$ cat src/fr_pkg.sv
package fr_pkg;

    // cordic iteration count, one pipeline stage each
    localparam int CORDIC_ITERATIONS = 16;

    localparam logic [15:0] ANGLE_MAX   = 16'd51472;
    localparam logic [33:0] CORDIC_GAIN = 34'd652032874;
    localparam logic [30:0] ONE_Q30     = 31'h4000_0000;
    localparam logic [16:0] ONE_Q16     = 17'h1_0000;

    // arctangent of 2^-i in unsigned Q0.30
    localparam logic [29:0] ATAN_Q30 [0:31] = '{
        30'd843314857, 30'd497837829, 30'd263043837, 30'd133525159,
        30'd67021687,  30'd33543516,  30'd16775851,  30'd8388437,
        30'd4194283,   30'd2097149,   30'd1048576,   30'd524288,
        30'd262144,    30'd131072,    30'd65536,     30'd32768,
        30'd16384,     30'd8192,      30'd4096,      30'd2048,
        30'd1024,      30'd512,       30'd256,       30'd128,
        30'd64,        30'd32,        30'd16,        30'd8,
        30'd4,         30'd2,         30'd1,         30'd0
    };

    // request fields carried alongside the math
    typedef struct packed {
        logic [15:0] n1;
        logic [15:0] n2;
        logic        spol;
    } t_side;

    typedef struct packed {
        t_side       side;
        logic        tir;
        logic [30:0] cos_i;
    } t_mid;

endpackage

$ cat src/fr_cordic.sv
module fr_cordic (
    input  logic          i_clk,
    input  logic          i_rst_n,
    input  logic          i_en,
    input  logic          i_valid,
    input  fr_pkg::t_side i_side,
    input  logic [15:0]   i_angle,
    output logic          o_valid,
    output fr_pkg::t_side o_side,
    output logic [30:0]   o_cos,
    output logic [30:0]   o_sin
);
    localparam int N = fr_pkg::CORDIC_ITERATIONS;

    logic signed [33:0] r_x [0:N];
    logic signed [33:0] r_y [0:N];
    logic signed [32:0] r_z [0:N];
    logic               r_v [0:N];
    fr_pkg::t_side      r_s [0:N];
    logic [15:0]        ang_c;

    function automatic logic [30:0] clamp_unit(input logic signed [33:0] v);
        if (v < 0) return '0;
        if (v > $signed({3'b000, fr_pkg::ONE_Q30})) return fr_pkg::ONE_Q30;
        return v[30:0];
    endfunction

    // angle clamp and load
    assign ang_c = (i_angle > fr_pkg::ANGLE_MAX) ? fr_pkg::ANGLE_MAX : i_angle;

    always_ff @(posedge i_clk) begin
        if (!i_rst_n) begin
            r_v[0] <= 1'b0;
        end else if (i_en) begin
            r_v[0] <= i_valid;
        end
    end

    always_ff @(posedge i_clk) begin
        if (i_en) begin
            r_x[0] <= $signed(fr_pkg::CORDIC_GAIN);
            r_y[0] <= '0;
            r_z[0] <= $signed({2'b00, ang_c, 15'd0});
            r_s[0] <= i_side;
        end
    end

    // one rotation per stage
    for (genvar gi = 0; gi < N; gi++) begin : g_it
        logic signed [33:0] dx;
        logic signed [33:0] dy;
        logic signed [32:0] at;

        assign dx = r_y[gi] >>> gi;
        assign dy = r_x[gi] >>> gi;
        assign at = $signed({3'b000, fr_pkg::ATAN_Q30[gi]});

        always_ff @(posedge i_clk) begin
            if (!i_rst_n) begin
                r_v[gi+1] <= 1'b0;
            end else if (i_en) begin
                r_v[gi+1] <= r_v[gi];
            end
        end

        always_ff @(posedge i_clk) begin
            if (i_en) begin
                r_s[gi+1] <= r_s[gi];
                if (r_z[gi] >= 0) begin
                    r_x[gi+1] <= r_x[gi] - dx;
                    r_y[gi+1] <= r_y[gi] + dy;
                    r_z[gi+1] <= r_z[gi] - at;
                end else begin
                    r_x[gi+1] <= r_x[gi] + dx;
                    r_y[gi+1] <= r_y[gi] - dy;
                    r_z[gi+1] <= r_z[gi] + at;
                end
            end
        end
    end

    // clamp to the unit range
    always_ff @(posedge i_clk) begin
        if (!i_rst_n) begin
            o_valid <= 1'b0;
        end else if (i_en) begin
            o_valid <= r_v[N];
        end
    end

    always_ff @(posedge i_clk) begin
        if (i_en) begin
            o_side <= r_s[N];
            o_cos  <= clamp_unit(r_x[N]);
            o_sin  <= clamp_unit(r_y[N]);
        end
    end

endmodule

$ cat config.mk
export PLATFORM = sky130hd
export DESIGN_NAME = fr_cordic
export DESIGN_NICKNAME = d
export VERILOG_FILES = /design/src/fr_pkg.sv /design/src/fr_cordic.sv
export SDC_FILE = /design/constraint.sdc
export NUM_CORES = 2
export LEC_CHECK = 0
export BUFFER_PORTS_ARGS = -buffer_cell sky130_fd_sc_hd__buf_2
export CAP_MARGIN = 5
export CORE_ASPECT_RATIO = 0.5
export CORE_MARGIN = 2
export CORE_UTILIZATION = 30
export CTS_CLUSTER_DIAMETER = 80
export DETAILED_ROUTE_END_ITERATION = 8
export PLACE_DENSITY = 0.44
export SETUP_SLACK_MARGIN = 0.4
export SLEW_MARGIN = 20
export SYNTH_ARGS = -nofsm -noshare
export SYNTH_HDL_FRONTEND = slang
export SYNTH_SLANG_ARGS = --single-unit
$ cat constraint.sdc
create_clock -name i_clk -period 6.7 [get_ports i_clk]
set_clock_uncertainty 0.1 [all_clocks]
set_input_delay 1.005 -clock i_clk [delete_from_list [all_inputs] [get_ports i_clk]]
set_output_delay 1.005 -clock i_clk [all_outputs]
set_load 0.005 [all_outputs]
# [After elaboration in Yosys (flattened, before gate mapping)]
# Memory sizes are Yosys's and may differ from the RTL's. A register that Yosys moved wholly into a read port is not among the register bits.
# Index checks and enable logic that the tools add are counted.
[totals] register_bits=62 mem_bits_rw=2295 in_bits=53 output_inout_bits=96 wordCells=374 mem_count=5
[memory_table] memory="r_x" words=17 width=34 rd=17 rd_ports_with_merged_regs=0 wr=17 line="fr_cordic.sv:15" text="logic signed [33:0] r_x [0:N];"
[memory_table] memory="r_y" words=17 width=34 rd=17 rd_ports_with_merged_regs=0 wr=17 line="fr_cordic.sv:16" text="logic signed [33:0] r_y [0:N];"
[memory_table] memory="r_s" words=17 width=33 rd=17 rd_ports_with_merged_regs=1 wr=17 line="fr_cordic.sv:19" text="fr_pkg::t_side r_s [0:N];"
[memory_table] memory="r_z" words=17 width=33 rd=16 rd_ports_with_merged_regs=0 wr=17 line="fr_cordic.sv:17" text="logic signed [32:0] r_z [0:N];"
[memory_table] memory="r_v" words=17 width=1 rd=17 rd_ports_with_merged_regs=1 wr=17 line="fr_cordic.sv:18" text="logic r_v [0:N];"
[classes] n_addsub=95 n_lt_le_gt_ge=21 mux=185 n_bitwise=65 n_reduce_logical=1
[op_table] operator="34-bit 2-to-1 mux" count=32
[op_table] operator="33-bit by 1-bit greater-or-equal comparator with 1-bit output (second input constant)" count=16
[op_table] operator="33-bit 2-to-1 mux" count=16
[op_table] operator="31-bit 2-to-1 mux" count=8
[op_table] operator="1-bit 2-to-1 mux" count=128
[op_table] operator="34-bit by 19-bit adder with 34-bit output" count=2
[op_table] operator="34-bit by 20-bit adder with 34-bit output" count=2
[op_table] operator="34-bit by 21-bit adder with 34-bit output" count=2
[op_table] operator="34-bit by 22-bit adder with 34-bit output" count=2
[op_table] operator="34-bit by 23-bit adder with 34-bit output" count=2
[op_table] operator="34-bit by 24-bit adder with 34-bit output" count=2
[op_table] operator="34-bit by 25-bit adder with 34-bit output" count=2
[op_table] operator="34-bit by 26-bit adder with 34-bit output" count=2
[op_table] operator="34-bit by 27-bit adder with 34-bit output" count=2
[op_table] operator="34-bit by 28-bit adder with 34-bit output" count=2
[op_table] operator="34-bit by 29-bit adder with 34-bit output" count=2
[op_table] operator="34-bit by 30-bit adder with 34-bit output" count=2
[op_table] operator="34-bit by 31-bit adder with 34-bit output" count=2
[op_table] operator="34-bit by 32-bit adder with 34-bit output" count=2
[op_table] operator="34-bit by 33-bit adder with 34-bit output" count=2
[op_table] operator="34-bit by 32-bit greater-than comparator with 1-bit output (second input constant)" count=2
[op_table] operator="34-bit by 1-bit < comparator with 1-bit output (second input constant)" count=2
[op_table] operator="34-bit by 19-bit subtractor with 34-bit output" count=2
[op_table] operator="34-bit by 20-bit subtractor with 34-bit output" count=2
[op_table] operator="49 further kinds" count=129

# [Longest topological paths before layout]
# An unclocked memory read counts as a cell.
[depth] ltp_word=8 depth_mapped=22

# [Least setup slack after synthesis]
# OpenSTA, ideal clock, no wires.
[synth_timing] path_type="input to register" startpoint="input i_en" endpoint="memory r_x[7][30] (data pin)" setup_time_ns=0.265 t_arrival_ns=5.167 setup_slack_ns=1.168 cell_stages=19 path_cell_list="clkbuf_1 nand2_1 inv_1 clkbuf_1 buf_1 nor2_1 xor2_1 ha_1 a211oi_1 o21ai_0 nor4bb_1 o41ai_1 o211ai_1 a31o_2 a21o_1 and2_1 a21boi_0 o21ai_0 xor2_1"
[synth_rtl] element="start: declaration" line="fr_cordic.sv:4" text="input logic i_en,"
[synth_rtl] element="end: declaration" line="fr_cordic.sv:15"

==> out/qor.yml <==
status:
  status: "complete, no violations"
timing:
  worst_pin_slew_ns: 1.095
  rsz0062_at_grt: "false"
  finalHoldViolCount: 0
  maxSlewViolCount: 0
  min_period_ns: 5.681
  slew_headroom_pct: 26.58
  fmax_mhz: 176.0
  fin_hold_ws_ns: 0.1604
  finalCritPeriodShare_pct: 84.79
  finalSetupViolations: 0
  setup-tns-final_ns: 0
min_path:
  min_path_cells: 1
  hold_end: "r_s[0][7]$_DFFE_PP_"
  hold_start: "i_side[7]"
  hold_class: "in -> reg"
placed_design:
  routabilityCongestion: 0.8410
  hpwlAfterDp_um: 259300
  postPlaceCellArea_sq_mm: 0.1396
  io_buffer_count: 148
worst_setup_path:
  crit_type: "reg -> reg"
  required_ns: 7.27
  rr_startpoint: "r_y[13][14]$_DFFE_PP_"
  rr_endpoint: "r_x[14][32]$_DFFE_PP_"
  ff2ff_path_depth: 19
  r2r_setup_slack_ns: 1.02
  arrival_ns: 6.25
  worst_setup_path_start_kind: "flip-flop"
  worstPathMaxFanout: 5
  crit_path_end_kind: "flip-flop"
final_layout:
  layout_common_cells: "edfxtp_1, ha_1, a21oi_1"
  area_delta_synth_final_pct: 11.31
  layout-drive-gt1-share_pct: 5.715
  fillers: 43684
  diodes: 0
  layout_commonest_cell: "edfxtp_1"
  fin_area_sq_mm: 0.1464
  layout.nets: 13853
synth:
  synthMuxAreaShare_pct: 0.7799
  async_flop_share_pct: 0
  yosysSeqAreaShare_pct: 45.36
  netlist-cell-type-count: 85
  synth.cell_area_sq_mm: 0.1316
  synth_ff_type: "edfxtp_1"
  synthSimpleGateAreaFrac_pct: 11.27
  synth-adder-area-share_pct: 12.35
  yosys_warnings: 0
  synth_compound_area_share_pct: 16.95
  synth_xor_area_share_pct: 11.29
  ys_seq_elements: 1988
  synth_edf_count: 1986
  synth_top_family_by_area: "compound AO/OA/AOI/OAI gates"
  synthCells: 12307
  synth.avg_cell_area_sq_um: 10.69
clock_tree:
  cts_setup_buffers: 0
  cts_buffer_depth: 4
  clock_latency_ns: 0.93
  cts-htree-levels: 4
  cts_resized: 0
  clk_pin_slew_ns: 0.07
  cts_hold_buf: 0
  cts_root_buffer: "clkbuf_16"
  cts_sinks: 1988
  numCtsBuffers: 211
  cts_tree: "done"
routing:
  dr.pass1.iters: 7
  wl_per_cell_um: 18.05
  drt_iter0_drc: 5000
  drc: 0
  via_per_inst: 4.907
  ant_nets: 0
  via_count: 90687
  wl_um: 333500
die:
  die_h_um: 472.3
  die_w_um: 940.5
  core.rowCount: 171
  start_util_pct: 30.21
  boundaryPins: 149
  dieArea_sq_mm: 0.4442
  core_region_area_sq_mm: 0.4354
global_routing:
  overflow: 0
  grt_max_degree: 162
  grt_usage_pct: 14.54
  grt_pass1_wl_um: 522900
  antenna_found_initial: 1
  grt_pass1_vias: 91484
job:
  maxCapViolations: 0
worst max-delay path by stage:
stage,startpoint,to,cells after the start
2_1_floorplan,i_en,r_x[7][30]$_DFFE_PP_,19
3_3_place_gp,i_en,r_x[9][32]$_DFFE_PP_,16
3_5_place_dp,i_en,r_x[9][32]$_DFFE_PP_,16
4_1_cts,r_y[13][14]$_DFFE_PP_,r_x[14][32]$_DFFE_PP_,19
5_1_grt,r_y[5][5]$_DFFE_PP_,r_x[6][31]$_DFFE_PP_,22
6_report,r_y[13][14]$_DFFE_PP_,r_x[14][32]$_DFFE_PP_,19
final cells by class:
type | instances | area [sq um] | area share [%]
clock buffers | 239 | 5428 | 3.706
clock inverters | 137 | 1403 | 0.9578
flip-flops and latches | 1988 | 59680 | 40.75
well taps | 5795 | 7251 | 4.951
inverters | 425 | 1595 | 1.089
repair buffers | 272 | 1787 | 1.220
multi-input cells | 9625 | 69300 | 47.32
synth_stat cells (all sizes together), types with 180 or more instances:
library cell	instances	share of area, %
nor3	278	1.1
nor2	852	2.4
edfxtp	1986	45
a21oi	1172	4.5
o21ai	641	2.4
nand2b	204	0.97
ha	1241	12
nand2	681	1.9
a21o	595	3.4
clkbuf	239	0.68
inv	419	1.2
nor2b	180	0.86
xnor2	1116	7.4
xor2	580	3.9
metrics by stage:
| step | utilization, % | worst slack (ns) | instances |
|---|---|---|---|
| after floorplan | - | 1.168 | 12308 |
| after global placement | 32.06 | 0.5038 | 18105 |
| after detailed placement | 32.06 | 0.5188 | 18105 |
| after CTS | 33.63 | 1.055 | 18481 |
| after global routing | 33.63 | 0.6774 | 18481 |
| final | 33.63 | 1.019 | 18481 |
critical path, cell delays in order, from the launching register on:
cell and delay, ns:
edfxtp_1 0.58, inv_1 0.16, ha_1 0.17, nand2_1 0.08, or4_1 0.47, or3b_2 0.48, or2_2 0.33, nor3_1 0.26
a21oi_1 0.13, xor2_1 0.15, ha_1 0.35, and3_1 0.24, and3_1 0.19, a41o_1 0.19, a21o_1 0.19, o41ai_1 0.67
o21a_1 0.27, nand3b_1 0.14, o21ai_0 0.11, xor2_1 0.15
kinds of logic (layout without fill, tap and decap cells):
family                     after synthesis  in the layout
and+or+nand+nor                       3028           3028
muxes                                   98             98
xor gates and xnor gates              1696           1696
DFF                                   1988           1988
AOI/OAI and AO/OA                     3523           3523
buffers and inverters                  695           1073
adders and majority gates             1277           1277
other                                    2              3
sequential cells by signal (all words and copies together) (netlist names):
signal / cells
o_side: 33
o_valid: 1
o_cos: 31
r_v: 17
o_sin: 31
r_x: 475
r_s: 561
r_z: 362
r_y: 477
metal layers:
| metal | wire, um | GRT usage [%] | vias up | share of wire, % |
|---|---|---|---|---|
| met1 | 155500 | 18.99 | 42562 | 47 |
| li1 | - | - | 46397 | - |
| met3 | 9179 | 1.745 | 527 | 2.8 |
| met2 | 156800 | 25.06 | 1201 | 47 |
| met5 | 0 | 0 | - | 0 |
| met4 | 12080 | 4.789 | 0 | 3.6 |
Power is not shown: default switching activity piles up to over one toggle a cycle in this logic, so the estimate is an artifact.
